## config.mk

```make
export PLATFORM = sky130hd
export DESIGN_NAME = lphs_resq
export DESIGN_NICKNAME = d
export VERILOG_FILES = /design/src/rtl/lphs_pkg.sv /design/src/rtl/lphs_resq.sv
export SDC_FILE = /design/constraint.sdc
export NUM_CORES = 1
export LEC_CHECK = 0
export BUFFER_PORTS_ARGS = -buffer_cell sky130_fd_sc_hd__buf_2
export CAP_MARGIN = 20
export CELL_PAD_IN_SITES_DETAIL_PLACEMENT = 1
export CELL_PAD_IN_SITES_GLOBAL_PLACEMENT = 2
export CORE_ASPECT_RATIO = 2
export CORE_MARGIN = 4
export CORE_UTILIZATION = 30
export DETAILED_ROUTE_END_ITERATION = 6
export GPL_TIMING_DRIVEN = 0
export HOLD_SLACK_MARGIN = 0.08
export PLACE_DENSITY_LB_ADDON = 0.1
export SYNTH_ARGS = -nofsm -noshare
export SYNTH_HDL_FRONTEND = slang
export SYNTH_SLANG_ARGS = --single-unit
```

## constraint.sdc

```tcl
create_clock -name clk -period 3.45 [get_ports clk]
set_input_delay 0.8625 -clock clk [delete_from_list [all_inputs] [get_ports clk]]
set_output_delay 0.8625 -clock clk [all_outputs]
set_load 0.02 [all_outputs]
```

## src/rtl/lphs_pkg.sv

```systemverilog
// Shared types, constants and helper functions for the linear-probe hash set.
// No dependencies; every other file of the block imports this package.
package lphs_pkg;

    // Table geometry and field widths
    localparam int MAX_SLOTS  = 1024;
    localparam int VALUE_BITS = 31;
    localparam int IDX_W      = $clog2(MAX_SLOTS);
    localparam int SIZE_W     = IDX_W + 1;
    localparam int BIT_W      = $clog2(VALUE_BITS);
    localparam int TAG_W      = 2;
    localparam int SLOT_W     = TAG_W + VALUE_BITS;
    localparam int OPC_W      = 2;
    localparam int CFG_IDX_W  = 2;
    localparam int CFG_DATA_W = 11;
    localparam int QDEPTH     = 2;
    localparam int QPTR_W     = $clog2(QDEPTH);
    localparam int QCNT_W     = $clog2(QDEPTH + 1);
    localparam int RESET_SIZE = 16;

    // Operation codes as they arrive on the operation port
    localparam logic [OPC_W-1:0] OPC_LOOKUP = 2'd0;
    localparam logic [OPC_W-1:0] OPC_INSERT = 2'd1;
    localparam logic [OPC_W-1:0] OPC_DELETE = 2'd2;

    // Configuration register indexes
    localparam logic [CFG_IDX_W-1:0] CFG_AUTO_RESIZE  = 2'd0;
    localparam logic [CFG_IDX_W-1:0] CFG_INITIAL_SIZE = 2'd1;

    typedef enum logic [TAG_W-1:0] {
        TAG_EMPTY = 2'd0,
        TAG_LIVE  = 2'd1,
        TAG_GRAVE = 2'd2
    } tag_t;

    typedef enum logic [1:0] {
        OP_LOOKUP,
        OP_INSERT,
        OP_DELETE,
        OP_NONE
    } op_t;

    typedef struct packed {
        op_t                   op;
        logic [VALUE_BITS-1:0] key;
    } cmd_t;

    typedef struct packed {
        logic              success;
        logic [IDX_W-1:0]  slot;
        logic              full_err;
        logic [SIZE_W-1:0] size;
        logic [SIZE_W-1:0] live;
        logic [SIZE_W-1:0] grave;
    } res_t;

    typedef enum logic [3:0] {
        ST_CLEAR,
        ST_IDLE,
        ST_MOD_OP,
        ST_LK_RD,
        ST_LK_CHK,
        ST_RS_RD,
        ST_RS_CHK,
        ST_MOD_RS,
        ST_RS_FRD,
        ST_RS_FCHK,
        ST_MOD_INS,
        ST_FREE_RD,
        ST_FREE_CHK,
        ST_DONE
    } eng_state_t;

    // Step a probe pointer by one with wrap at the table size
    function automatic logic [IDX_W-1:0] wrap_next(input logic [IDX_W-1:0] p,
                                                   input logic [SIZE_W-1:0] m);
        logic [SIZE_W-1:0] nxt;
        nxt = {1'b0, p} + SIZE_W'(1);
        return (nxt == m) ? '0 : nxt[IDX_W-1:0];
    endfunction

    // Bound a written table size to the legal range
    function automatic logic [SIZE_W-1:0] clip_size(input logic [CFG_DATA_W-1:0] v);
        logic [SIZE_W-1:0] r;
        if (v == '0)
            r = SIZE_W'(1);
        else if (v > CFG_DATA_W'(MAX_SLOTS))
            r = SIZE_W'(MAX_SLOTS);
        else
            r = SIZE_W'(v);
        return r;
    endfunction

endpackage

```

## src/rtl/lphs_resq.sv

```systemverilog
// Result queue: holds finished results until the consumer pops them.
// Depends on lphs_pkg.
module lphs_resq import lphs_pkg::*;
(
    input  logic clk,
    input  logic rst_n,
    input  logic res_push,
    input  res_t res_in,
    output logic res_full,
    output logic empty,
    input  logic pop,
    output res_t res_out
);

    res_t              q_reg [QDEPTH];
    logic [QPTR_W-1:0] rd_ptr_reg, rd_ptr_next;
    logic [QPTR_W-1:0] wr_ptr_reg, wr_ptr_next;
    logic [QCNT_W-1:0] count_reg, count_next;
    logic              wr;
    logic              rd;

    assign res_full = (count_reg == QCNT_W'(QDEPTH));
    assign empty    = (count_reg == '0);
    assign res_out  = q_reg[rd_ptr_reg];
    assign wr       = res_push && !res_full;
    assign rd       = pop && !empty;

    // Advance queue pointers and occupancy
    always_comb
    begin
        wr_ptr_next = wr_ptr_reg;
        rd_ptr_next = rd_ptr_reg;
        count_next  = count_reg;
        if (wr)
            wr_ptr_next = (wr_ptr_reg == QPTR_W'(QDEPTH - 1)) ? '0 : wr_ptr_reg + QPTR_W'(1);
        if (rd)
            rd_ptr_next = (rd_ptr_reg == QPTR_W'(QDEPTH - 1)) ? '0 : rd_ptr_reg + QPTR_W'(1);
        if (wr && !rd)
            count_next = count_reg + QCNT_W'(1);
        else if (rd && !wr)
            count_next = count_reg - QCNT_W'(1);
    end

    always_ff @(posedge clk or negedge rst_n)
    begin
        if (!rst_n)
        begin
            wr_ptr_reg <= '0;
            rd_ptr_reg <= '0;
            count_reg  <= '0;
        end
        else
        begin
            wr_ptr_reg <= wr_ptr_next;
            rd_ptr_reg <= rd_ptr_next;
            count_reg  <= count_next;
        end
    end

    // Store the result transaction
    always_ff @(posedge clk)
    begin
        if (wr)
            q_reg[wr_ptr_reg] <= res_in;
    end

endmodule

```

; Yosys cells after proc, flatten, opt, wreduce, memory -nomap -nowiden
; Memories as Yosys holds them, arrays and structs flattened.
; Index checks and enable logic that the tools add are counted.
; Widths: inputs -> output; s select.
[op_classes]
n_addsub = 4
n_eq_ne = 1
mux = 6
n_reduce_logical = 10
[op_table]
columns = operator, n
row1 = $logic_and 1x1->1, 4
row2 = $logic_not 1->1, 4
row3 = $mux 1, 4
row4 = $mux 2, 2
row5 = $add 1x1->1 const B, 2
row6 = $add 2x1->2 const B, 1
row7 = $eq 2x2->1 const B, 1
row8 = $logic_not 2->1, 1
row9 = $reduce_bool 2->1, 1
row10 = $sub 2x1->2 const B, 1
[totals]
regBits = 4
mem_bits_rw = 90
in_bits = 49
output_inout_bits = 47
mem_count = 1
[memory_table]
columns = name, words, width, read_ports, rd_ports_with_merged_regs, write_ports, line
row1 = q_reg, 2, 45, 1, 0, 1, lphs_resq.sv:15  ; res_t q_reg [QDEPTH];

; Depth between registers and ports, before layout
; Gate-level depths: netlist of run 1.
[logic_depth]
word_depth = 7
ltp_mapped = 7
ltp_nobuf = 7

; Worst setup path before layout of run 1
; No wires, ideal clock.
[synth_path]
kind = in2reg
start = in res_push
end = mem q_reg[0][0] (netlist name) (enable)
setup_ns = 0.447
t_arrival_ns = 2.843
t_required_ns = 3.003
setup_slack_ns = 0.160
stages = 2
path_buffers = 0
cell_sequence = nand2_1 -> nor2_1
[synth_via]
elab_chain_cells = 3
[synth_rtl]
columns = element, line
row1 = "start, declared", lphs_resq.sv:7  ; input logic res_push,
row2 = $logic_and 1x1->1, lphs_resq.sv:25  ; assign wr = res_push && !res_full;
row3 = $mux 1, lphs_resq.sv:63  ; if (wr)
row4 = $mux 1 (implied by the code), lphs_resq.sv:64  ; q_reg[wr_ptr_reg] <= res_in;
row5 = "end, declared", lphs_resq.sv:15
; No other way between the ends.

==> run summary, run 1 <==
The standard cell core area came out at about 12000 um2. The CTS tree is yes. The final standard cell area without fillers came out at 4620 um2.

Max-cap violations in this run came to 0. The net count of the mapped netlist came out at 209. The number of hold buffers added after cts is 0. The register with the most flip-flops in the layout has 90 of them.

The number of remaining DRC errors came out at 0. Dividing the detail-routed via count by the number of cells gives 4.26. The post-synthesis cell type count came out at 15. The detailed-routing iteration count for the pre-antenna-repair pass came out at 2. After routing, the total negative slack on setup checks comes to 0 ns. The most frequent standard cell in the layout excluding fill and tap cells is buf_2. The die is 85.9 um wide. At the worst endpoint, the required time is 2.59 ns.

The layout has 1210 filler cells. The data arrival time of the worst path is 1.51 ns. Dividing the detail-routed wire length by the instance count gives 16.6 um. The run finished with clean final reports. The top cell types in the final layout, fill and taps aside, are 95 x buf_2, 90 x edfxtp_1, 39 x mux2_4, 9 x clkbuf_16. The synthesized area per cell came out at 22.9 um2. Setup repair after global routing left no endpoint under its margin. The die area is about 14000 um2. The register clock-pin slew on the reported worst setup and hold paths came out at 0.06 ns. The congestion estimate from routability-driven global placement came to 0.658. The number of nets at the end of the flow is around 320. The post-layout minimum cycle time came out at 2.37 ns. Clock latency on the worst-skew pair, taken at its later pin, is between 0.3 and 0.4 ns. The met1 wire length came out at around 2300 um. In this run, synthesis produced a sequential element count of 94.

The number of gates resized after CTS was 0. The first-pass GRT wire length is 10900 um. The number of setup violations in the final report came out at 0. The routed design uses 395 um of met3 wire. In this run the deepest clock path goes through 2 buffers.

The number of warnings issued by yosys is 0. VDD sags by at most 0.400 mV. The worst relative slew slack is 44.8%.

Detailed placement finished with a half-perimeter wire length of 4920 um. The initial antenna violation count came out at 0. The placement-stage worst setup slack came out at approximately 1.1 ns. The cell sitting at the root of the clock tree is a clkbuf_16.

The overall routed net length came out at 6930 um. The die boundary height is between 150 and 200 um. Sequential elements use 76.9% of the synthesized area. The cell area after synthesis came out at 3640 um2. The final instance count without filler cells is 417. The routed length on met2 is just over 4000 um. The via count of the first global-routing pass is 2132. The number of cells after detailed placement is 401.

The violation count after the first detailed-routing iteration is 84. Traced cell by cell, the critical path runs through buf_6 > buf_12 > mux2_4 > buf_2. STA classifies the critical path startpoint as a flop. The power density of the placed cells came out at 890 nW/um2. The count of pins over their slew limit came out at 0.

The overall via count from detail_route came out at 1775. In this run the top signal layer used is met4. STA classifies the critical path endpoint as an output pin. Across every metal layer, demand over resource in global routing totals a little over a tenth. The number of instances in the synthesized netlist is 159. The slack of the critical path came out at 1.08 ns. On the critical path, the stage with the largest delay is an instance of dfrtp_1. The pin count of the biggest net entering global routing is 24.

The number of clock buffers inserted by TritonCTS came out at 9. The count of nets left with antenna violations once routing finished came out at 0. The post-CTS setup buffer count is 0. Dividing the final minimum period by the clock period gives 68.8%. In this run the count of I/O pins placed on the die edge is 96. Derived from the worst setup path, the maximum achievable clock frequency is 0.421 GHz.

From synthesis to final layout, the design area changed by 26.8%. Counting every sink on the clock net gives 94. The worst hold path belongs to the class in -> async. The initial cell density of the core is 30.8%. 0 antenna diodes ended up in the layout. The measured slew at the worst slew-check pin came out at 0.826 ns. Row generation in the floorplan step produced 56 rows. The delay of the slowest cell on the worst path is between 0.3 and 0.4 ns. The number of hold-slack violations in the final timing report came out at 0. The share of post-route cells with drive strength above 1 is roughly three fifths.

The largest fanout on the critical path is 10. Across all hold checks on the routed design, the worst slack comes to 0.331 ns. Buffers placed on the I/O ports in this run total 95. Once placement finished, the instance area stood at 4350 um2. The number of H-tree levels is 3. The worst clock skew came out at 0.00656 ns.

The worst setup path is of the reg -> out kind. The final global-route overflow total came out at 0. The analysis attributes to cell leakage a power of 1.84 nW.
==> where the power goes <==
part | internal [mW] | switching [mW]
Sequential | 1.56 | 0.0763
Clock | 0.489 | 0.399
Combinational | 0.730 | 0.853
==> stage by stage <==
step	power [mW]	util (%)
after floorplan	2.82	-
after global placement	3.26	36.3
after detailed placement	3.30	36.7
after CTS	4.20	39.0
after global routing	4.35	39.0
final	4.11	39.0
==> critical path: cells and delay by family, from the launching register on <==
kind	cells	cell delay (ns)
flip-flops	1	0.34
multiplexers	1	0.31
buffers and inverters	3	0.53
==> Yosys cell counts, drive strengths merged <==
cell | n | share of area [%]
inv | 2 | 0.21
ha | 1 | 0.34
dfrtp | 4 | 2.7
xor2 | 2 | 0.48
nand2 | 1 | 0.10
nor2 | 3 | 0.31
o21ai | 1 | 0.14
buf | 5 | 2.5
and3 | 1 | 0.17
nand2b | 1 | 0.17
mux2 | 45 | 18
edfxtp | 90 | 74
xnor2 | 3 | 0.72
==> layer usage <==
layer / track usage, % / vias to the layer above
li1: - / 837
met1: 9.76 / 872
met2: 20.4 / 58
met3: 2.61 / 8
met4: 5.19 / 0
met5: 0 / -
==> final cells by class <==
type                            count  area [um2]  area share (%)
Sequential cell                    94        2800            60.7
Multi-Input combinational cell     58         751            16.3
Timing Repair Buffer               97         515            11.2
Clock buffer                       11         233            5.04
Tap cell                          145         181            3.93
Buffer                              5        91.3            1.98
Clock inverter                      5        36.3           0.786
Inverter                            2        7.51           0.163
==> path summary, 6_finish.rpt <==
path / slack (ns) / start / to / depth (start not counted)
setup / recovery: 1.08 / rd_ptr_reg / res_out[5] / 4
hold / removal: 0.33 / rst_n / count_reg[1] / 1
setup reg to reg: 1.46 / count_reg[0] / q_reg[0][1] / 4
hold reg to reg: 0.53 / count_reg[1] / count_reg[1] / 1
max in group asynchronous: 2.99 / rst_n / rd_ptr_reg / 1
min in group clk: 0.53 / count_reg[1] / count_reg[1] / 1
==> cells by family (layout without fill, tap and decap cells) <==
family,Yosys count,in the layout,synth area share (%)
DFF,94,94,76.9
muxes,45,45,17.9
buffers and inverters,7,120,2.71
and+or+nand+nor,6,6,0.756
xor gates and xnor gates,5,5,1.20
adders and majority gates,1,1,0.343
AOI/OAI and AO/OA,1,1,0.137
Note: power is estimated with default switching activity, not from simulation.
==> run 2: changes to the inputs <==
ABC_AREA = 1   (was default)
clock period = 1.9 ns   (was 3.45 ns; I/O delays follow)
==> run 2 against run 1 <==
Setup slack got worse by 1.0 ns. Critical path depth increased by 1. Largest cell class unchanged. Highest routed layer unchanged. Synthesized cell count increased by 67%. Sequential power increased by 81%.
==> run summary, run 2 <==
The run finished with clean final reports. The synthesized area per cell is 13.2 um2 (-43%). The number of antenna-violating nets in the routed design is 0 (unchanged). For this run, the top clock speed supported by timing is 0.541 GHz. The sequential-to-total area share from yosys stat came out at 80.1% (+3.1 points). The first-pass GRT wire length is 12900 um (+18%). The via count of the first global-routing pass is 2492 (+17%). The required arrival time at the worst endpoint is 1.42 ns (-1.17 ns). STA classifies the critical path endpoint as an output pin. Setup repair after global routing could not meet its margin everywhere. The power share of the combinational group came to 38.8% (+0.3 points). The count of input and output buffers is 95 (unchanged). The die area came to 13600 um2 (-3.6%). The worst relative slew slack is 39.3% (-5.5 points). The wire length per cell is 15.6 um (-6.4%). The die boundary height came out at 161 um (-1.9%).

The power spent charging and discharging nets came out at 2.94 mW (+120%). The number of enable-type register cells in the synthesized netlist is 90 (unchanged). The number of remaining DRC errors came out at 0 (unchanged). The flip-flop count of the largest register, all copies and words added came out at 90 (unchanged). The global-route usage over all layers came out at 12.7% (+2.2 points). The post-layout minimum cycle time is 1.85 ns.

The number of placed I/O pins came to 96 (unchanged). The via density per instance is 4.36 (+2.5%). The post-layout utilization of the core was 41.5% (+2.5 points). The switching share of power came out at 36.6% (+4.2 points). The ratio of final minimum period to clock period is ~97%. The count of pins over their slew limit is 0 (unchanged). The worst setup path is of the reg -> out kind. The maximum vdd drop was 0.717 mV (+79%). The placement-stage worst setup slack came out at -0.0558 ns (-1.14 ns). The number of H-tree levels came out at 3 (unchanged). TritonCTS built the clock tree.

The slack of the critical path is 0.0528 ns (-1.02 ns). The final instance count without filler cells is 529 (+27%). The number of setup violations in the final report came to 0 (unchanged).

The max-capacitance violation count came out at 0 (unchanged). The routability-driven placement congestion ratio came to 0.693 (+5.3%). The final global-route overflow total came out at 0 (unchanged). The detailed-routing iteration count for the pre-antenna-repair pass came out at 4 (+2). The clock net sink count came out at 94 (unchanged).

The violation count after the first detailed-routing iteration is 92 (+9.5%). The largest fanout on the critical path is 6 (-4). The final antenna diode count came out at 0 (unchanged). STA classifies the critical path startpoint as a flop. The number of warnings issued by yosys came out at 0 (unchanged). The data arrival time of the worst path came out at 1.37 ns (-0.14 ns). On the critical path, the stage with the largest delay is an instance of dfrtp_1. The post-synthesis to final-layout area growth is 34.5%.

The clock insertion delay at the later pin of the skew report came out at 0.34 ns (about the same). Among all cell types in the netlist, the one instantiated most often is nand2_1. The number of instances in the synthesized netlist is 266 (+67%). The area share of the largest cell type after synthesis is 77.2% (+3.0 points). The overall power of the completed layout is 8.04 mW (+96%). After synthesis, the most frequently instantiated cells are 144 x nand2_1, 90 x edfxtp_1, 7 x inv_1, 5 x buf_4.

The horizontal extent of the die is 84.4 um (-1.8%). The worst clock skew came out at 0.00546 ns (-0.00111 ns). After synthesis, the cell types taking the most area are edfxtp_1 77%, nand2_1 15%, dfrtp_1 2.9%. The tree is rooted in a clkbuf_16. The initial cell density of the core came to 30.8% (+0.063 points).

The delay of the slowest cell on the worst path was 0.42 ns (+0.08 ns). The number of hold-slack violations in the final timing report came out at 0 (unchanged). The cell area after synthesis came out at 3500 um2 (-3.9%).

The number of buffers on the longest clock path came out at 2 (unchanged). The standard cell core area came out at 11400 um2 (-4.1%). Of all cell types, the one taking the most synthesized area is edfxtp_1.

The net count of the mapped netlist is 316 (+51%). The signal on the critical path passes through buf_6 > buf_4 > nand2_1 > nand2_1 > buf_4. The static leakage came out at 2.02 nW (+9.9%). In the layout the commonest cells are 143 x nand2_1, 90 x edfxtp_1, 77 x buf_2, 22 x buf_4, 9 x clkbuf_16. The register clock-pin slew on the reported worst setup and hold paths is 0.07 ns (about the same).

The number of clock buffers inserted by TritonCTS is 9 (unchanged). In the synthesized netlist the dominant register cell turns out to be edfxtp_1. The share of post-route cells with drive strength above 1 came to 34.9% (-25 points). The initial antenna violation count is 0 (unchanged).

The async set-reset flop share out of synthesis came to 4.26% (unchanged). The measured slew at the worst slew-check pin is 0.901 ns (+0.0747 ns). The post-synthesis cell type count is 15 (unchanged). The number of nets at the end of the flow is 432 (+36%). The overall routed net length was 8230 um (+19%). The most frequent standard cell in the layout excluding fill and tap cells is nand2_1. The overall via count from detail_route came out at 2309 (+30%).

The number of cells after detailed placement came to 505 (+26%). The worst hold path belongs to the class in -> reg. The internal cell power is 5.10 mW (+83%).

The power density of the placed cells is 1710 nW/um2 (+92%). The pin count of the biggest net entering global routing came to 26 (+8.3%). The proportion of power drawn by the clock network came out at 24.3% (+2.7 points). The sequential power share is 36.9% (-3.0 points). The row count was 55 (-1.8%). The detailed-placement wirelength estimate came to 5580 um (+13%). The number of flip-flops and latches in the synthesized netlist was 94 (unchanged).
[run 2: changes by cell type in the layout (fill, tap and decap cells not counted), moves of 4 or more]
cell / before / now
buf_12: 6 / 2
buf_2: 95 / 77
buf_4: 0 / 22
buf_6: 1 / 7
inv_1: 2 / 6
mux2_2: 6 / 0
mux2_4: 39 / 0
nand2_1: 1 / 143
[run 2: final timing paths]
kind | startpoint | endpoint | slack, ns | cells past startpoint
max | rd_ptr_reg | res_out[23] | 0.05 | 5
min | res_in[32] | q_reg[0][32] | 0.32 | 1
max reg2reg | count_reg[0] | q_reg[1][3] | 0.09 | 3
min reg2reg | wr_ptr_reg | wr_ptr_reg | 0.50 | 2
max in group asynchronous | rst_n | rd_ptr_reg | 1.30 | 2
min in group asynchronous | rst_n | wr_ptr_reg | 0.47 | 2
[run 2: cells by family after synthesis]
| logic type | Yosys count | synth area share, % |
|---|---|---|
| AO/OA/AOI/OAI | 2 | 0.286 |
| buffers and inverters | 17 | 2.50 |
| flip-flops | 94 | 80.1 |
| adder cells (fa/ha/maj) | 1 | 0.357 |
| AND/OR/NAND/NOR | 151 | 16.5 |
| XOR/XNOR | 1 | 0.250 |
[run 2: timing repair]
action / 4_1_cts / 5_1_grt
hold endpoints to repair: 4 / 0
setup buffers: 3 / 2
gates resized for setup: 17 / 21
endpoints found under the setup margin: 91 / 48
pin swaps: 1 / 0
cloned: 2 / 0
hold buffers: 1 / 0
[run 2: worst max-delay path: cells and delay by family (launching register included)]
| kind | cells | cell delay [ns] |
|---|---|---|
| flip-flops | 1 | 0.42 |
| AND/OR/NAND/NOR | 2 | 0.14 |
| buffers and inverters | 3 | 0.48 |
[run 2: power groups by stage]
| stage | Sequential (mW) | Clock, mW | Combinational (mW) |
|---|---|---|---|
| 3_5_place_dp | 3.01 | 0 | 2.84 |
| 4_1_cts | 2.97 | 2.02 | 3.08 |
| 3_3_place_gp | 3.01 | 0 | 2.75 |
| 5_1_grt | 3.01 | 2.12 | 3.44 |
| 6_report | 2.97 | 1.95 | 3.12 |
| 2_1_floorplan | 2.98 | 0 | 1.76 |
[run 2: cell type report]
class	instances	area, um2
fill	1265	6650
tap	142	178
sequential	94	2800
timing repair buffer	103	608
buffer	9	109
inverter	8	38.8
multi-input combinational	156	637
timing repair inverter	1	7.51
clock inverter	7	104
clock buffer	9	225
[run 2: per-stage QoR]
stage          cell area, um2  hold slack [ns]  TNS [ns]
6_report                 4710            0.317         0
5_1_grt                  4710            0.298    -0.484
3_5_place_dp             4210            0.293     -2.55
3_3_place_gp             4170            0.294    -38.00
2_1_floorplan            3520            0.179         0
4_1_cts                  4640            0.299         0
[run 2: routing by layer]
layer / vias up / track usage [%] / share of wire [%]
met2: 58 / 24.2 / 58
li1: 1125 / - / -
met1: 1116 / 12.2 / 35
met3: 10 / 4.16 / 5.1
met4: 0 / 4.97 / 1.9
met5: - / 0 / 0
==> run 3: changes to the inputs <==
CORE_ASPECT_RATIO = 0.7   (was 2)
CORE_MARGIN = default   (was 4)
==> run 3 against run 2 <==
Final cell count grew 1.3%. Via count is 4.0% lower. Highest routed layer unchanged. Combinational power decreased by 6.7%. Count of clock-buffer cells in the layout rose by 1.
==> run summary, run 3 (synthesized netlist as in run 2, its figures left out) <==
The register clock-pin slew on the reported worst setup and hold paths is 0.06 ns (about the same). The die area is 12100 um2 (-11%). The total area of multi-input combinational cells is 637 um2 (unchanged).

The initial antenna violation count is 0 (unchanged). The number of nets at the end of the flow is 428 (-0.93%). The overall routed net length came out at 7440 um (-9.6%). The via count of the first global-routing pass came out at 2276 (-8.7%). The flip-flop count of the largest register, all copies and words added came to 90 (unchanged). The post-layout utilization of the core came to 41.4% (-0.12 points).

The worst slack on hold paths is 0.326 ns (+0.00861 ns). The number of cells traversed by the worst register-to-register path came out at 4 (+1). The setup slack on the worst flop-to-flop path is 0.18 ns (+0.09 ns). The number of setup violations in the final report is 0 (unchanged). The nature of the critical path endpoint is an output pin. The cell sitting at the root of the clock tree is a clkbuf_16. The standard cell core area is 11200 um2 (-1.6%). TritonCTS built the clock tree. The maximum vdd drop came out at 0.757 mV (+5.7%). The data arrival time of the worst path came out at 1.37 ns (about the same). The overall power of the completed layout is 7.72 mW (-4.0%). The clock insertion delay at the later pin of the skew report came out at 0.33 ns (about the same). The violation count after the first detailed-routing iteration is 80 (-13%). The overall via count from detail_route was 2216 (-4.0%).

The filler cell count in the final layout is 1207 (-4.6%). The required arrival time at the worst endpoint came out at 1.42 ns (about the same). The clock net sink count is 94 (unchanged). The via density per instance came to 4.13 (-5.3%).

The wire length per cell is 13.9 um (-11%). The number of antenna-violating nets in the routed design was 0 (unchanged). The number of buffers on the longest clock path came out at 2 (unchanged). The detailed-placement wirelength estimate came out at 4790 um (-14%). The number of stages on the worst hold path came out at 1 (unchanged). The power density of the placed cells came out at 1670 nW/um2 (-2.2%). The highest clock frequency the design can meet came out at 0.541 GHz (about the same). The largest fanout on the critical path came out at 10 (+4).

The endpoint identified for the worst register-to-register timing path is q_reg[1][37]. The global-route usage over all layers was 13.2% (+0.53 points). The final instance count without filler cells was 536 (+1.3%). The count of pins over their slew limit is 0 (unchanged). The worst clock skew is 0.00419 ns (-0.00127 ns).

The worst register-to-register path begins at count_reg[1]. Leaving out fill and tap cells, the most frequent cell in the layout is nand2_1. The pin count of the biggest net entering global routing is 27 (+3.8%). The ratio of final minimum period to clock period was 97.3% (about the same). The last element of the critical path is res_out[6]. The share of post-route cells with drive strength above 1 was 33.5% (-1.4 points).

The initial cell density of the core was 31.3% (+0.51 points). The run finished with clean final reports. Setup repair after global routing could not meet its margin everywhere. The max-capacitance violation count is 0 (unchanged). The number of cells after detailed placement is 515 (+2.0%). The row count was 32 (-42%). The static leakage came out at 1.98 nW (-2.2%).

The die boundary height came to 92.4 um (-43%). The area of placed instances came out at 4200 um2 (-0.15%). The number of hold-slack violations in the final timing report is 0 (unchanged).

Leaving out fill and tap cells, the most frequent cells in the layout are 143 x nand2_1, 90 x buf_2, 90 x edfxtp_1, 9 x buf_6, 9 x clkbuf_16. The placement-stage worst setup slack was -0.419 ns (-0.363 ns). The post-synthesis to final-layout area growth is 32.0%. The measured slew at the worst slew-check pin came out at 0.575 ns (-0.325 ns). STA classifies the critical path startpoint as a flop.

The final global-route overflow total is 0 (unchanged). The routability-driven placement congestion ratio came out at 0.700 (+0.97%). The worst setup path is of the reg -> out kind. The final standard cell area without fillers is 4620 um2 (-1.9%). The number of clock buffers inserted by TritonCTS is 9 (unchanged).

The detailed-routing iteration count for the pre-antenna-repair pass came to 4 (unchanged). The area occupied by registers is 2800 um2 (about the same). The horizontal extent of the die came to 131 um (+55%).

The first-pass GRT wire length is 11700 um (-9.1%). The number of H-tree levels came out at 3 (unchanged). The summed negative setup slack over all endpoints was 0 ns (unchanged).

The slack of the critical path came to 0.0519 ns (-0.000904 ns). The startpoint of the worst setup timing path is rd_ptr_reg. The worst relative slew slack is 61.6% (+22 points). The count of input and output buffers is 95 (unchanged).

The worst hold-check path type is in -> reg. The number of remaining DRC errors is 0 (unchanged). The number of placed I/O pins came out at 96 (unchanged). The post-layout minimum cycle time came out at 1.85 ns (+0.000903 ns).
## run 3: cell types whose count changed in the layout (fill, tap and decap cells not counted), moves of 2 or more
| cell | change |
|---|---|
| buf_6 | +2 |
| buf_8 | -2 |
| buf_4 | -15 |
| inv_6 | -2 |
| clkinv_1 | +2 |
| buf_2 | +13 |
## run 3: layout make-up
class / count / area share, %
antenna: 1 / 0.0542
clock inverter: 5 / 1.63
clock buffer: 10 / 4.96
inverter: 8 / 0.840
multi-input combinational: 156 / 13.8
sequential: 94 / 60.7
tap: 153 / 4.14
timing repair buffer: 99 / 11.5
timing repair inverter: 1 / 0.163
buffer: 9 / 2.19
## run 3: power by group
part | internal, mW | switching [mW] | leakage (nW) | total [mW]
combinational | 0.953 | 1.95 | 0.953 | 2.91
sequential | 2.83 | 0.144 | 0.884 | 2.98
clock | 1.14 | 0.695 | 0.144 | 1.83
## run 3: timing repair
item,4_1_cts,5_1_grt
endpoints found under the hold margin,4,0
setup endpoints to repair,111,90
buffers inserted,0,2
resized for setup,18,7
hold buffers,1,0
pin swaps,0,1
cloned,1,1
## run 3: how the worst min path moves through the flow
stage	start	to	slack (ns)
after floorplan	rst_n	count_reg[0]	0.18
after global routing	res_in[41]	q_reg[1][41]	0.31
after detailed placement	rst_n	wr_ptr_reg	0.29
after global placement	rst_n	wr_ptr_reg	0.28
after CTS	res_in[36]	q_reg[0][36]	0.31
final	res_in[36]	q_reg[1][36]	0.33
## run 3: worst max-delay path, stage by stage, from the launching register on
cell	delay, ns
dfrtp_1	0.41
buf_6	0.16
buf_6	0.16
nand2_1	0.06
nand2_1	0.09
buf_2	0.17
## run 3: routing by layer
layer	GRT usage, %	vias up	part of all wire (%)
li1	-	1113	-
met1	16.2	1031	46
met2	20.8	64	47
met3	5.47	8	6.5
met4	4.71	0	1.2
met5	0	-	0
