### config.mk
export PLATFORM = sky130hd
export DESIGN_NAME = lphs_front
export DESIGN_NICKNAME = d
export VERILOG_FILES = /design/src/rtl/lphs_pkg.sv /design/src/rtl/lphs_front.sv
export SDC_FILE = /design/constraint.sdc
export NUM_CORES = 1
export LEC_CHECK = 0
export ABC_AREA = 1
export BUFFER_PORTS_ARGS = -buffer_cell sky130_fd_sc_hd__buf_4
export CORE_UTILIZATION = 46
export CTS_CLUSTER_DIAMETER = 120
export DETAILED_ROUTE_END_ITERATION = 8
export PLACE_DENSITY = 0.73
export SLEW_MARGIN = 15
export SYNTH_ARGS = -nofsm -noshare
export SYNTH_HDL_FRONTEND = slang
export SYNTH_SLANG_ARGS = --single-unit
### constraint.sdc
create_clock -name clk -period 2.4 [get_ports clk]
set_input_delay 0.12 -clock clk [delete_from_list [all_inputs] [get_ports clk]]
set_output_delay 0.12 -clock clk [all_outputs]
set_load 0.02 [all_outputs]
### src/rtl/lphs_pkg.sv
// Shared types, constants and helper functions for the linear-probe hash set.
// No dependencies; every other file of the block imports this package.
package lphs_pkg;

    // Table geometry and field widths
    localparam int MAX_SLOTS  = 1024;
    localparam int VALUE_BITS = 31;
    localparam int IDX_W      = $clog2(MAX_SLOTS);
    localparam int SIZE_W     = IDX_W + 1;
    localparam int BIT_W      = $clog2(VALUE_BITS);
    localparam int TAG_W      = 2;
    localparam int SLOT_W     = TAG_W + VALUE_BITS;
    localparam int OPC_W      = 2;
    localparam int CFG_IDX_W  = 2;
    localparam int CFG_DATA_W = 11;
    localparam int QDEPTH     = 2;
    localparam int QPTR_W     = $clog2(QDEPTH);
    localparam int QCNT_W     = $clog2(QDEPTH + 1);
    localparam int RESET_SIZE = 16;

    // Operation codes as they arrive on the operation port
    localparam logic [OPC_W-1:0] OPC_LOOKUP = 2'd0;
    localparam logic [OPC_W-1:0] OPC_INSERT = 2'd1;
    localparam logic [OPC_W-1:0] OPC_DELETE = 2'd2;

    // Configuration register indexes
    localparam logic [CFG_IDX_W-1:0] CFG_AUTO_RESIZE  = 2'd0;
    localparam logic [CFG_IDX_W-1:0] CFG_INITIAL_SIZE = 2'd1;

    typedef enum logic [TAG_W-1:0] {
        TAG_EMPTY = 2'd0,
        TAG_LIVE  = 2'd1,
        TAG_GRAVE = 2'd2
    } tag_t;

    typedef enum logic [1:0] {
        OP_LOOKUP,
        OP_INSERT,
        OP_DELETE,
        OP_NONE
    } op_t;

    typedef struct packed {
        op_t                   op;
        logic [VALUE_BITS-1:0] key;
    } cmd_t;

    typedef struct packed {
        logic              success;
        logic [IDX_W-1:0]  slot;
        logic              full_err;
        logic [SIZE_W-1:0] size;
        logic [SIZE_W-1:0] live;
        logic [SIZE_W-1:0] grave;
    } res_t;

    typedef enum logic [3:0] {
        ST_CLEAR,
        ST_IDLE,
        ST_MOD_OP,
        ST_LK_RD,
        ST_LK_CHK,
        ST_RS_RD,
        ST_RS_CHK,
        ST_MOD_RS,
        ST_RS_FRD,
        ST_RS_FCHK,
        ST_MOD_INS,
        ST_FREE_RD,
        ST_FREE_CHK,
        ST_DONE
    } eng_state_t;

    // Step a probe pointer by one with wrap at the table size
    function automatic logic [IDX_W-1:0] wrap_next(input logic [IDX_W-1:0] p,
                                                   input logic [SIZE_W-1:0] m);
        logic [SIZE_W-1:0] nxt;
        nxt = {1'b0, p} + SIZE_W'(1);
        return (nxt == m) ? '0 : nxt[IDX_W-1:0];
    endfunction

    // Bound a written table size to the legal range
    function automatic logic [SIZE_W-1:0] clip_size(input logic [CFG_DATA_W-1:0] v);
        logic [SIZE_W-1:0] r;
        if (v == '0)
            r = SIZE_W'(1);
        else if (v > CFG_DATA_W'(MAX_SLOTS))
            r = SIZE_W'(MAX_SLOTS);
        else
            r = SIZE_W'(v);
        return r;
    endfunction

endpackage

### src/rtl/lphs_front.sv
// Front end: decodes incoming operations and holds them in a short command queue.
// Depends on lphs_pkg.
module lphs_front import lphs_pkg::*;
(
    input  logic                  clk,
    input  logic                  rst_n,
    input  logic                  push,
    output logic                  full,
    input  logic [OPC_W-1:0]      operation,
    input  logic [VALUE_BITS-1:0] key_value,
    output logic                  cmd_valid,
    output cmd_t                  cmd,
    input  logic                  cmd_take
);

    cmd_t              q_reg [QDEPTH];
    logic [QPTR_W-1:0] rd_ptr_reg, rd_ptr_next;
    logic [QPTR_W-1:0] wr_ptr_reg, wr_ptr_next;
    logic [QCNT_W-1:0] count_reg, count_next;
    cmd_t              dec;
    logic              accept;
    logic              take;

    // Classify the operation code
    always_comb
    begin
        dec.key = key_value;
        unique case (operation)
            OPC_LOOKUP: dec.op = OP_LOOKUP;
            OPC_INSERT: dec.op = OP_INSERT;
            OPC_DELETE: dec.op = OP_DELETE;
            default:    dec.op = OP_NONE;
        endcase
    end

    assign full      = (count_reg == QCNT_W'(QDEPTH));
    assign cmd_valid = (count_reg != '0);
    assign cmd       = q_reg[rd_ptr_reg];
    assign accept    = push && !full;
    assign take      = cmd_take && cmd_valid;

    // Advance queue pointers and occupancy
    always_comb
    begin
        wr_ptr_next = wr_ptr_reg;
        rd_ptr_next = rd_ptr_reg;
        count_next  = count_reg;
        if (accept)
            wr_ptr_next = (wr_ptr_reg == QPTR_W'(QDEPTH - 1)) ? '0 : wr_ptr_reg + QPTR_W'(1);
        if (take)
            rd_ptr_next = (rd_ptr_reg == QPTR_W'(QDEPTH - 1)) ? '0 : rd_ptr_reg + QPTR_W'(1);
        if (accept && !take)
            count_next = count_reg + QCNT_W'(1);
        else if (take && !accept)
            count_next = count_reg - QCNT_W'(1);
    end

    always_ff @(posedge clk or negedge rst_n)
    begin
        if (!rst_n)
        begin
            wr_ptr_reg <= '0;
            rd_ptr_reg <= '0;
            count_reg  <= '0;
        end
        else
        begin
            wr_ptr_reg <= wr_ptr_next;
            rd_ptr_reg <= rd_ptr_next;
            count_reg  <= count_next;
        end
    end

    // Store the decoded transaction
    always_ff @(posedge clk)
    begin
        if (accept)
            q_reg[wr_ptr_reg] <= dec;
    end

endmodule

Word-level counts from Yosys, hierarchy flattened:

Memories as Yosys holds them, arrays and structs flattened.
Index checks and enable logic that the tools add are counted.

* bits in registers: 4
* RAM bits: 66
* input port bits: 37
* output and inout bits: 35
* logic and storage cells: 28
* memories: 1

Memories
* q_reg: depth 2, width 33, read ports 1, clocked after Yosys merged registers in 0, write ports 1, RTL line lphs_front.sv:16 `cmd_t q_reg [QDEPTH];`

* add/sub/neg operators: 4
* eq/ne operators: 3
* multiplexer cells: 7
* reduce and logical (&&, ||, !) cells: 10

Operators by type and width (count)
* one-hot mux 2 bit (3 select lines): 1
* == test 2 bit (second input constant): 2
* logical AND 1 bit: 4
* two-way mux 1 bit: 4
* two-way mux 2 bit: 2
* nonzero test 2 bit: 2
* zero test 1 bit: 3
* adder 1 bit (second input constant): 2
* adder 2 x 1 -> 2 bit (second input constant): 1
* == test 2 x 1 -> 1 bit (second input constant): 1
* zero test 2 bit: 1
* subtractor 2 x 1 -> 2 bit (second input constant): 1

Longest topological paths before layout:

Gate-level depths: netlist of the first run.

* depth in word-level cells: 7
* mapped depth: 9
* depth with buffers taken out: 9

Least setup slack after synthesis of the first run:

OpenSTA, ideal clock, no wires.

* path type: register to register
* from: register count_reg[1]
* to: memory q_reg[1][0] (netlist name) (enable)
* setup time: 0.423 ns
* data arrival time: 1.991 ns
* data required time: 1.977 ns
* path slack: -0.014 ns
* cell stages (with the launch flop): 4
* buffers on the path: 0
* period minus slack after synthesis: 2.414 ns
* path through: dfrtp_1 -> inv_1 -> o21ai_0 -> nor2_1

* cells in the longest elaborated chain, start to end: 5

RTL lines
* from (decl): RTL line lphs_front.sv:19 `logic [QCNT_W-1:0] count_reg, count_next;`
* from (signal assigned): RTL line lphs_front.sv:70 `count_reg <= count_next;`
* == test 2 bit: RTL line lphs_front.sv:36 `assign full = (count_reg == QCNT_W'(QDEPTH));`
* zero test 1 bit: RTL line lphs_front.sv:39 `assign accept = push && !full;`
* logical AND 1 bit: RTL line lphs_front.sv:39
* two-way mux 1 bit: RTL line lphs_front.sv:77 `if (accept)`
* two-way mux 1 bit (implied by the code): RTL line lphs_front.sv:78 `q_reg[wr_ptr_reg] <= dec;`
* to (decl): RTL line lphs_front.sv:16

Every way passes these cells.

==> out/qor_table.md, run 1 <==
| Item | This run | Unit |
|---|---|---|
| Combined global-route utilization of all metal layers | 18.5 | % |
| DIE HEIGHT | 78.2 | um |
| Die boundary width | 78.2 | um |
| Most frequent cells in the layout | 107 x sky130_fd_sc_hd__nand2_1, 74 x sky130_fd_sc_hd__buf_4, 66 x sky130_fd_sc_hd__edfxtp_1 | - |
| Power density over cell area | 1150 | nW/um^2 |
| First-pass GRT wire length | 8400 | um |
| Most common cell after layout, fill and taps aside | sky130_fd_sc_hd__nand2_1 | - |
| Worst Max-Slew Pin Slew | 648 | ps |
| Clock Sink Count | 70 | - |
| Root Driver | sky130_fd_sc_hd__clkbuf_8 | - |
| Largest delay contributor family on the critical path | flip-flops | - |
| Filler-free cell count of the finished design | 394 | - |
| Sequential share of the synthesized area | 77.9 | % |
| Core area | 5540 | um^2 |
| Max Slew Vio Count | 0 | - |
| Pin count of the biggest net entering global routing | 35 | - |
| Post-Syn Instances | 206 | - |
| Clock-pin slew reported for the worst setup and hold paths after clock tree synthesis | 70 | ps |
| Synthesis-to-finish area growth | 41.0 | % |
| HPWL reported at the end of detailed placement | 3130 | um |
| Number of routed nets with antenna violations | 0 | - |
| Crit path largest cell delay | 760 | ps |
| Total Wirelength | 5090 | um |
| # H-tree levels | 3 | - |
| Count of filler cells inserted in the layout | 424 | - |
| Final setup violation count | 0 | - |
| Largest clock skew in the final design | 7.12 | ps |
| DRC violations left | 0 | - |
| Gr ovfl total | 0 | - |
| Number of rows created at floorplan | 27 | - |
| Result of the run | finished, final reports clean | - |
| Largest driver fanout on the critical path | 34 | - |
| Sum of buffers and inverters on the critical path | 2 | - |
| Worst slew margin relative to its limit | 56.8 | % |
| Path type of the worst setup path | register to output pin | - |
| Worst-path cell chain | inv_4 > nand2_1 > nand2_1 > buf_4 | - |
| Register bit total from synthesis | 70 | - |
| Clock tree from TritonCTS | done | - |
| Critical-path top delay cell | sky130_fd_sc_hd__dfrtp_1 | - |
| Area of combinational cells with multiple inputs | 492 | um^2 |
| First-pass detailed-route iteration total | 4 | - |
| Mean instance size in the synthesized netlist | 13.0 | um^2 |
| Layout Nets | 355 | - |
| Setup crit start kind | register | - |
| Leakage Power | 1.64 | nW |
| Max reg flops | 66 | - |
| Critical Path End Type | output pin | - |
| Net count after synthesis | 244 | - |
| Vias in the first global route | 1885 | - |
| Fmax | 532 | MHz |
| Share of final-layout standard cells stronger than drive strength 1 | 29.8 | % |
| Max Cap Viol | 0 | - |
| Average detailed-routed wire length per instance | 12.9 | um |
| RSZ-0062 raised after global routing | false | - |
| Via total after detailed routing | 1811 | - |
| Yosys warning total | 0 | - |
| Worst endpoint data arrival time | 1760 | ps |
| Min-delay worst type | input port to register | - |
| Placer Congestion | 0.722 | - |
| Number of distinct library cells after synthesis | 18 | - |
| Share of the cycle needed by the critical path after routing | 78.3 | % |
| Avg Vias per Cell | 4.60 | - |
| Clock buffer count from CTS | 9 | - |
| Total Neg Setup Slack | 0 | ps |
| Antenna diodes | 0 | - |
| Antenna violations before repair | 0 | - |
| Post-synthesis instance area | 2670 | um^2 |
| Top-Level Pins | 72 | - |
| Storage element area | 2080 | um^2 |
| DP Cell Count | 344 | - |
| Critical Path RT | 2280 | ps |
| Number of failing hold endpoints at the final stage | 0 | - |
| Most prevalent standard cell on the critical path | sky130_fd_sc_hd__nand2_1 | - |
| Clock latency at the later pin of the worst-skew pair | 330 | ps |
| Maximum vdd ir drop | 621 | uV |
| Detailed Route Iter0 Violations | 142 | - |
| Initial cell density of the core | 48.3 | % |
| Final critical-path required period | 1880 | ps |
| Count of input and output buffers | 71 | - |
| Full die area | 6120 | um^2 |
| Gates resized, CTS repair | 0 | - |
| Maximum clock path buffer count | 2 | - |
-- metal layers --
layer | GRT usage (%) | up-vias | share of wire (%) | wire [um]
met1 | 22.2 | 836 | 42 | 2150
met5 | 0 | - | 0 | 0
met2 | 31.7 | 64 | 50 | 2540
met3 | 5.70 | 6 | 6.5 | 333
li1 | - | 905 | - | -
met4 | 6.67 | 0 | 1.2 | 60
-- Yosys cell counts --
| library cell | count | area (um^2) |
|---|---|---|
| sky130_fd_sc_hd__inv_4 | 1 | 6.26 |
| sky130_fd_sc_hd__ha_1 | 1 | 12.5 |
| sky130_fd_sc_hd__o21ai_0 | 1 | 5.00 |
| sky130_fd_sc_hd__dfrtp_1 | 4 | 100 |
| sky130_fd_sc_hd__nor2_1 | 1 | 3.75 |
| sky130_fd_sc_hd__inv_2 | 1 | 3.75 |
| sky130_fd_sc_hd__inv_1 | 6 | 22.5 |
| sky130_fd_sc_hd__nor2_4 | 1 | 11.3 |
| sky130_fd_sc_hd__buf_6 | 4 | 45.0 |
| sky130_fd_sc_hd__clkbuf_1 | 2 | 7.51 |
| sky130_fd_sc_hd__xnor2_1 | 1 | 8.76 |
| sky130_fd_sc_hd__nor2_2 | 1 | 6.26 |
| sky130_fd_sc_hd__nand2_2 | 3 | 18.8 |
| sky130_fd_sc_hd__nand3_1 | 2 | 10.0 |
| sky130_fd_sc_hd__buf_4 | 3 | 22.5 |
| sky130_fd_sc_hd__edfxtp_1 | 66 | 1980 |
| sky130_fd_sc_hd__nand4_1 | 1 | 6.26 |
| sky130_fd_sc_hd__nand2_1 | 107 | 402 |
-- timing repair --
action / in CTS / in global routing
hold buffers: 34 / 0
setup buffers: 0 / 0
endpoints found under the hold margin: 70 / 0
-- final cells by class --
cell class / instances / area share, %
Clock buffer: 11 / 3.48
Clock inverter: 5 / 0.697
Inverter: 8 / 0.863
Multi-Input combinational cell: 119 / 13.0
Sequential cell: 70 / 55.2
Tap cell: 72 / 2.39
Timing Repair Buffer: 109 / 24.3
-- cell families (layout without fill, tap and decap cells) --
group	count (synthesis)	after routing	share of synthesized area [%]
buf+inv	17	133	4.02
compound gates	1	1	0.187
fa+ha+maj	1	1	0.468
simple gates	116	116	17.1
flops	70	70	77.9
xor+xnor	1	1	0.328
-- per-stage QoR --
stage	setup slack (ps)	area (um^2)	hold WS [ps]	utilization, %	power [W]
2_1_floorplan	517	2680	-176	-	0.00289
3_3_place_gp	815	3270	-78.4	59.1	0.00351
3_5_place_dp	775	3270	-77.7	59.1	0.00355
4_1_cts	482	3770	26.0	68.0	0.00436
5_1_grt	371	3770	46.1	68.0	0.00460
6_report	521	3770	45.3	68.0	0.00433
-- worst min-delay path: stages --
cell and delay, ps:
sky130_fd_sc_hd__buf_4 90, sky130_fd_sc_hd__nand3_1 70, sky130_fd_sc_hd__nand2_1 60
-- path summary, 6_finish.rpt --
kind,slack (ps),startpoint,end,cells after the start
setup / recovery,520,rd_ptr_reg,cmd[2],4
min in group asynchronous,120,rst_n,wr_ptr_reg,2
setup reg to reg,780,count_reg[1],q_reg[1][24],4
hold reg to reg,490,count_reg[1],count_reg[1],2
hold / removal,50,cmd_take,rd_ptr_reg,3
max in group asynchronous,2180,rst_n,count_reg[0],2
-- power by group --
group | internal, W | switching, W
clock | 0.000366 | 0.000403
combinational | 0.000677 | 0.00109
sequential | 0.00167 | 0.000123
total | 0.00271 | 0.00162
(Power assumes the default switching activity.)
==> inputs of run 2 (changes only) <==
Settings changed: ABC_AREA 1 to 0, CORE_UTILIZATION 46 to 47, PLACE_DENSITY 0.73 to 0.74.
Clock period 2.4 ns to 1.6 ns, I/O delays scaled along.
==> run 2 against run 1 <==
Register-to-register slack worse by 640 ps. First-iteration DRC count is 80% lower. Worst setup slack worse by 460 ps. Routed wire length is 5.3% lower. Die area is 0.33% higher. Clock power is 73% higher. Sequential cell count stayed put. Largest power group is now combinational cells.
==> out/qor_table.md, run 2 <==
| Item | This run | Unit |
|---|---|---|
| DP Cell Count | 266 | - |
| Destination of the worst register-to-register timing path | count_reg[1] | - |
| Most common cell after layout, fill and taps aside | sky130_fd_sc_hd__buf_4 | - |
| Mean instance size in the synthesized netlist | 22.1 | um^2 |
| Proportion of synthesized flip-flops having asynchronous set or reset | 5.71 | % |
| Worst Hold Launch | cmd_take | - |
| First-pass GRT wire length | 7200 | um |
| Maximum clock path buffer count | 2 | - |
| Core area | 5570 | um^2 |
| Share of the cycle needed by the critical path after routing | 96.2 | % |
| Total Neg Setup Slack | 0 | ps |
| Instance area at placement | 3380 | um^2 |
| Net count after synthesis | 162 | - |
| Initial cell density of the core | 49.2 | % |
| Post-Syn Instances | 124 | - |
| Synthesis-to-finish area growth | 44.5 | % |
| Logic depth of the worst register-to-register path | 7 | - |
| Sequential cell fraction of total power | 38.7 | % |
| Largest driver fanout on the critical path | 14 | - |
| Clock tree from TritonCTS | done | - |
| Clock buffer count from CTS | 9 | - |
| Detailed Route Iter0 Violations | 28 | - |
| Pin count of the biggest net entering global routing | 20 | - |
| Placer Congestion | 0.627 | - |
| Combinational Power Share | 42.1 | % |
| Proportion of netlist area held by the largest area contributor | 72.3 | % |
| # H-tree levels | 3 | - |
| Power density over cell area | 1750 | nW/um^2 |
| Final setup violation count | 0 | - |
| Largest clock skew in the final design | 4.67 | ps |
| Max reg flops | 66 | - |
| Cell with the most instances after synthesis | sky130_fd_sc_hd__edfxtp_1 | - |
| Cell type with the largest total area after synthesis | sky130_fd_sc_hd__edfxtp_1 | - |
| Cell depth of the worst hold path | 3 | - |
| RSZ-0062 raised after global routing | false | - |
| Worst endpoint data arrival time | 1460 | ps |
| Storage element area | 2080 | um^2 |
| Flop2flop setup slack | 140 | ps |
| Number of routed nets with antenna violations | 0 | - |
| Die boundary width | 78.4 | um |
| Max Cap Viol | 0 | - |
| Most frequently used flop master after synthesis | sky130_fd_sc_hd__edfxtp_1 | - |
| Worst slew margin relative to its limit | 86.4 | % |
| Vias in the first global route | 1565 | - |
| Clock latency at the later pin of the worst-skew pair | 330 | ps |
| Area of all placed cells without fillers | 3960 | um^2 |
| Switching pwr | 0.00216 | W |
| Worst Max-Slew Pin Slew | 204 | ps |
| Largest cells by area after synthesis | sky130_fd_sc_hd__edfxtp_1 72%, sky130_fd_sc_hd__mux2_4 16%, sky130_fd_sc_hd__dfrtp_1 3.7% | - |
| Worst hold endpoint | rd_ptr_reg | - |
| Critical Path RT | 1520 | ps |
| Leakage Power | 1.61 | nW |
| HPWL reported at the end of detailed placement | 2840 | um |
| Root Driver | sky130_fd_sc_hd__clkbuf_8 | - |
| Layout Nets | 280 | - |
| DRC violations left | 0 | - |
| Avg Vias per Cell | 4.67 | - |
| Path type of the worst setup path | register to output pin | - |
| Post-synthesis instance area | 2740 | um^2 |
| List of most frequent post-synthesis cells | 66 x sky130_fd_sc_hd__edfxtp_1, 29 x sky130_fd_sc_hd__mux2_4, 4 x sky130_fd_sc_hd__dfrtp_1, 4 x sky130_fd_sc_hd__mux2_2 | - |
| Utilization after layout | 71.1 | % |
| Filler-free cell count of the finished design | 319 | - |
| Full die area | 6140 | um^2 |
| Average detailed-routed wire length per instance | 15.1 | um |
| Launch point of the worst reg-to-reg path | count_reg[0] | - |
| Critical Path End Type | output pin | - |
| Sequential share of the synthesized area | 75.9 | % |
| Fmax | 650 | MHz |
| Clock network power share | 19.2 | % |
| Most frequent cells in the layout | 73 x sky130_fd_sc_hd__buf_4, 66 x sky130_fd_sc_hd__edfxtp_1, 34 x sky130_fd_sc_hd__dlygate4sd3_1 | - |
| Yosys warning total | 0 | - |
| Clock Sink Count | 70 | - |
| Gr ovfl total | 0 | - |
| Switching share of power | 31.1 | % |
| Max Slew Vio Count | 0 | - |
| Min-delay worst type | input port to register | - |
| Area of combinational cells with multiple inputs | 584 | um^2 |
| Number of rows created at floorplan | 27 | - |
| Top-Level Pins | 72 | - |
| Number of failing hold endpoints at the final stage | 0 | - |
| Setup crit start kind | register | - |
| Count of filler cells inserted in the layout | 381 | - |
| Share of final-layout standard cells stronger than drive strength 1 | 53.0 | % |
| Antenna diodes | 0 | - |
| First-pass detailed-route iteration total | 4 | - |
| Clock-pin slew reported for the worst setup and hold paths after clock tree synthesis | 70 | ps |
| Hold slack | 21.5 | ps |
| Via total after detailed routing | 1489 | - |
| Number of enable-type register cells in the synthesized netlist | 66 | - |
| Result of the run | finished, final reports clean | - |
| Total Wirelength | 4820 | um |
| Register bit total from synthesis | 70 | - |
| Combined global-route utilization of all metal layers | 16.9 | % |
| DIE HEIGHT | 78.4 | um |
| Internal power of the cells | 0.00477 | W |
| Maximum vdd ir drop | 1100 | uV |
| Number of distinct library cells after synthesis | 17 | - |
| Antenna violations before repair | 0 | - |
| Final critical-path required period | 1540 | ps |
| Count of input and output buffers | 71 | - |
## run 2: stage by stage
step	total power [W]	setup slack (ps)
after global routing	0.00723	7.68
final	0.00692	60.5
after detailed placement	0.00546	68.5
after CTS	0.00698	23.3
after floorplan	0.00458	46.5
after global placement	0.00537	161
## run 2: cell families (layout without fill, tap and decap cells)
family,Yosys count,in the layout,share of synthesized area [%]
adders and majority gates,1,1,0.456
DFF,70,70,75.9
buffers and inverters,8,131,3.15
xor gates and xnor gates,5,5,1.60
and+or+nand+nor,7,7,1.32
muxes,33,33,17.5
## run 2: power by group through the flow
stage | registers (W) | logic (W) | clock network (W)
final | 0.00268 | 0.00291 | 0.00133
after global routing | 0.00272 | 0.00309 | 0.00143
after CTS | 0.00269 | 0.00294 | 0.00136
after detailed placement | 0.00274 | 0.00272 | 0
after global placement | 0.00270 | 0.00267 | 0
after floorplan | 0.00265 | 0.00193 | 0
## run 2: cell type report
type,count,share of cell area [%]
clock buffers,10,3.22
clock inverters,6,1.58
inverters,2,0.189
multi-input cells,46,14.7
flip-flops and latches,70,52.6
well taps,72,2.27
repair buffers,113,25.4
## run 2: critical path, cell delays in order (launching register included)
cell,delay (ps)
sky130_fd_sc_hd__dfrtp_2,450
sky130_fd_sc_hd__buf_12,200
sky130_fd_sc_hd__mux2_4,320
sky130_fd_sc_hd__buf_4,160
## run 2: how the worst max path moves through the flow
stage                       startpoint      endpoint  slack [ps]  cells after the start
after detailed placement  count_reg[0]  count_reg[1]          70                      7
final                       rd_ptr_reg       cmd[16]          60                      3
after CTS                   rd_ptr_reg        cmd[5]          20                      3
after floorplan           count_reg[0]   q_reg[0][0]          50                      3
after global placement    count_reg[0]  count_reg[1]         160                      6
after global routing        rd_ptr_reg        cmd[0]           8                      3
## run 2: metal layers
metal,global-route usage [%],routed length [um],part of all wire [%],up-vias
met5,0,0,0,-
met4,10.9,104,2.2,0
met3,3.95,224,4.7,9
met2,30.8,2660,55,58
met1,17.3,1820,38,712
li1,-,-,-,710
## run 2: what timing repair did
item	in CTS	in global routing
hold endpoints to repair	70	0
cloned	1	0
gates resized for setup	2	1
pin swaps	0	1
setup endpoints to repair	27	1
buffers inserted	1	1
hold buffers	34	0
==> inputs of run 3 (changes only) <==
Settings changed: ABC_AREA 0 to 1, CORE_UTILIZATION 47 to 46, PLACE_DENSITY 0.74 to 0.73.
==> run 3 against run 2 <==
Design area shrank 1.8%. Routed wire length grew 5.8%. Power grew 0.26%. Via count grew 22%. Sequential share of layout area grew 0.95 points. Clock skew grew 0.80 ps. Critical path depth grew 1. Largest cell class unchanged. Highest routed layer unchanged.
==> out/qor_table.md, run 3 (same netlist as run 1, synthesis figures left out) <==
| Item | This run | Unit |
|---|---|---|
| Most frequent cells in the layout | 107 x sky130_fd_sc_hd__nand2_1, 73 x sky130_fd_sc_hd__buf_4, 66 x sky130_fd_sc_hd__edfxtp_1 | - |
| Power density over cell area | 1780 | nW/um^2 |
| Fmax | 660 | MHz |
| Clock Sink Count | 70 | - |
| Leakage Power | 1.68 | nW |
| Vias in the first global route | 1843 | - |
| Worst setup timing slack at the placement stage | 223 | ps |
| Average detailed-routed wire length per instance | 12.8 | um |
| Launch point of the worst reg-to-reg path | count_reg[1] | - |
| # H-tree levels | 3 | - |
| Critical-path top delay cell | sky130_fd_sc_hd__dfrtp_2 | - |
| Total Wirelength | 5100 | um |
| Setup crit start kind | register | - |
| Count of filler cells inserted in the layout | 392 | - |
| Antenna violations before repair | 0 | - |
| Critical Path RT | 1520 | ps |
| Logic depth of the worst register-to-register path | 4 | - |
| Hold slack | 78.4 | ps |
| Path type of the worst setup path | register to output pin | - |
| Worst slew margin relative to its limit | 71.3 | % |
| Final critical-path required period | 1510 | ps |
| Number of rows created at floorplan | 27 | - |
| Number of failing hold endpoints at the final stage | 0 | - |
| Critical Path End Type | output pin | - |
| Initial cell density of the core | 48.3 | % |
| RSZ-0062 raised after global routing | false | - |
| Share of final-layout standard cells stronger than drive strength 1 | 30.8 | % |
| Max reg flops | 66 | - |
| First-pass detailed-route iteration total | 4 | - |
| Max Slew Vio Count | 0 | - |
| Most common cell after layout, fill and taps aside | sky130_fd_sc_hd__nand2_1 | - |
| Storage element area | 2080 | um^2 |
| Worst endpoint data arrival time | 1430 | ps |
| Largest clock skew in the final design | 5.47 | ps |
| Destination of the worst register-to-register timing path | q_reg[1][10] | - |
| Worst-path cell chain | buf_4 > nand2_1 > nand2_1 > buf_4 | - |
| HPWL reported at the end of detailed placement | 3070 | um |
| Combined global-route utilization of all metal layers | 18.2 | % |
| Via total after detailed routing | 1813 | - |
| Area of combinational cells with multiple inputs | 497 | um^2 |
| Final setup violation count | 0 | - |
| Crit path largest cell delay | 470 | ps |
| DRC violations left | 0 | - |
| Min-delay worst type | input port to asynchronous set/reset pin | - |
| Maximum clock path buffer count | 2 | - |
| Synthesis-to-finish area growth | 45.6 | % |
| Share of the cycle needed by the critical path after routing | 94.7 | % |
| Total Neg Setup Slack | 0 | ps |
| Result of the run | finished, final reports clean | - |
| Detailed Route Iter0 Violations | 84 | - |
| DIE HEIGHT | 78.2 | um |
| Instance area at placement | 3330 | um^2 |
| Full die area | 6120 | um^2 |
| Core area | 5540 | um^2 |
| Worst Max-Slew Pin Slew | 426 | ps |
| Layout Nets | 358 | - |
| Utilization after layout | 70.3 | % |
| Top-Level Pins | 72 | - |
| Clock-pin slew reported for the worst setup and hold paths after clock tree synthesis | 60 | ps |
| Count of input and output buffers | 71 | - |
| Clock latency at the later pin of the worst-skew pair | 330 | ps |
| Pin count of the biggest net entering global routing | 35 | - |
| Clock buffer count from CTS | 9 | - |
| Maximum vdd ir drop | 1070 | uV |
| Max Cap Viol | 0 | - |
| Die boundary width | 78.2 | um |
| Worst setup margin | 85.4 | ps |
| Avg Vias per Cell | 4.57 | - |
| Root Driver | sky130_fd_sc_hd__clkbuf_8 | - |
| Flop2flop setup slack | 220 | ps |
| First-pass GRT wire length | 7960 | um |
| Gr ovfl total | 0 | - |
| Area of all placed cells without fillers | 3890 | um^2 |
| Largest driver fanout on the critical path | 22 | - |
| Antenna diodes | 0 | - |
| Number of routed nets with antenna violations | 0 | - |
| Clock tree from TritonCTS | done | - |
| Placer Congestion | 0.747 | - |
run 3: cell count changes in the layout (fill, tap and decap cells not counted), moves of 2 or more:
cell and change:
sky130_fd_sc_hd__xnor2_1 -2, sky130_fd_sc_hd__inv_1 +3, sky130_fd_sc_hd__nand3_1 +2, sky130_fd_sc_hd__mux2_4 -29, sky130_fd_sc_hd__xor2_1 -2, sky130_fd_sc_hd__nor2_4 +2, sky130_fd_sc_hd__nand2_1 +107, sky130_fd_sc_hd__mux2_2 -4
run 3: worst max-delay path, delay by kind of cell, from the launching register on:
| family | cells | cell delay (ps) |
|---|---|---|
| flops | 1 | 470 |
| buf+inv | 2 | 440 |
| simple gates | 2 | 190 |
run 3: layout make-up:
type | count | area share (%)
sequential | 70 | 53.5
timing repair buffer | 112 | 25.1
multi-input combinational | 119 | 12.8
clock buffer | 11 | 3.38
tap | 72 | 2.31
clock inverter | 5 | 1.90
inverter | 8 | 0.996
run 3: stage by stage:
stage          power (W)  std cells
5_1_grt          0.00731        397
6_report         0.00694        397
3_5_place_dp     0.00544        346
3_3_place_gp     0.00540        346
2_1_floorplan    0.00436        206
4_1_cts          0.00697        397
run 3: report_power, final:
| group | leakage, nW | switching [W] | total [W] | internal [W] |
|---|---|---|---|---|
| combinational | 0.913 | 0.00172 | 0.00284 | 0.00112 |
| clock | 0.105 | 0.000583 | 0.00145 | 0.000868 |
| sequential | 0.661 | 0.000150 | 0.00265 | 0.00250 |
run 3: worst max-delay path by stage:
stage,from,endpoint,slack (ps)
after global routing,rd_ptr_reg,cmd[20],7
after global placement,count_reg[1],q_reg[1][32],250
after CTS,rd_ptr_reg,cmd[11],4
final,rd_ptr_reg,cmd[26],90
after detailed placement,count_reg[1],q_reg[1][16],220
after floorplan,count_reg[1],q_reg[1][0],4
run 3: what timing repair did:
| action | 4_1_cts | 5_1_grt |
|---|---|---|
| buffers inserted | 0 | 0 |
| endpoints found under the hold margin | 71 | 0 |
| hold buffers | 35 | 0 |
| resized for setup | 0 | 2 |
| setup endpoints to repair | 0 | 33 |
run 3: routing by layer:
layer	wire length, um	vias to the layer above	global-route usage, %	part of all wire [%]
li1	-	907	-	-
met1	1950	836	18.2	38
met2	2750	55	32.8	54
met3	243	15	6.05	4.8
met4	149	0	10.4	2.9
met5	0	-	0	0
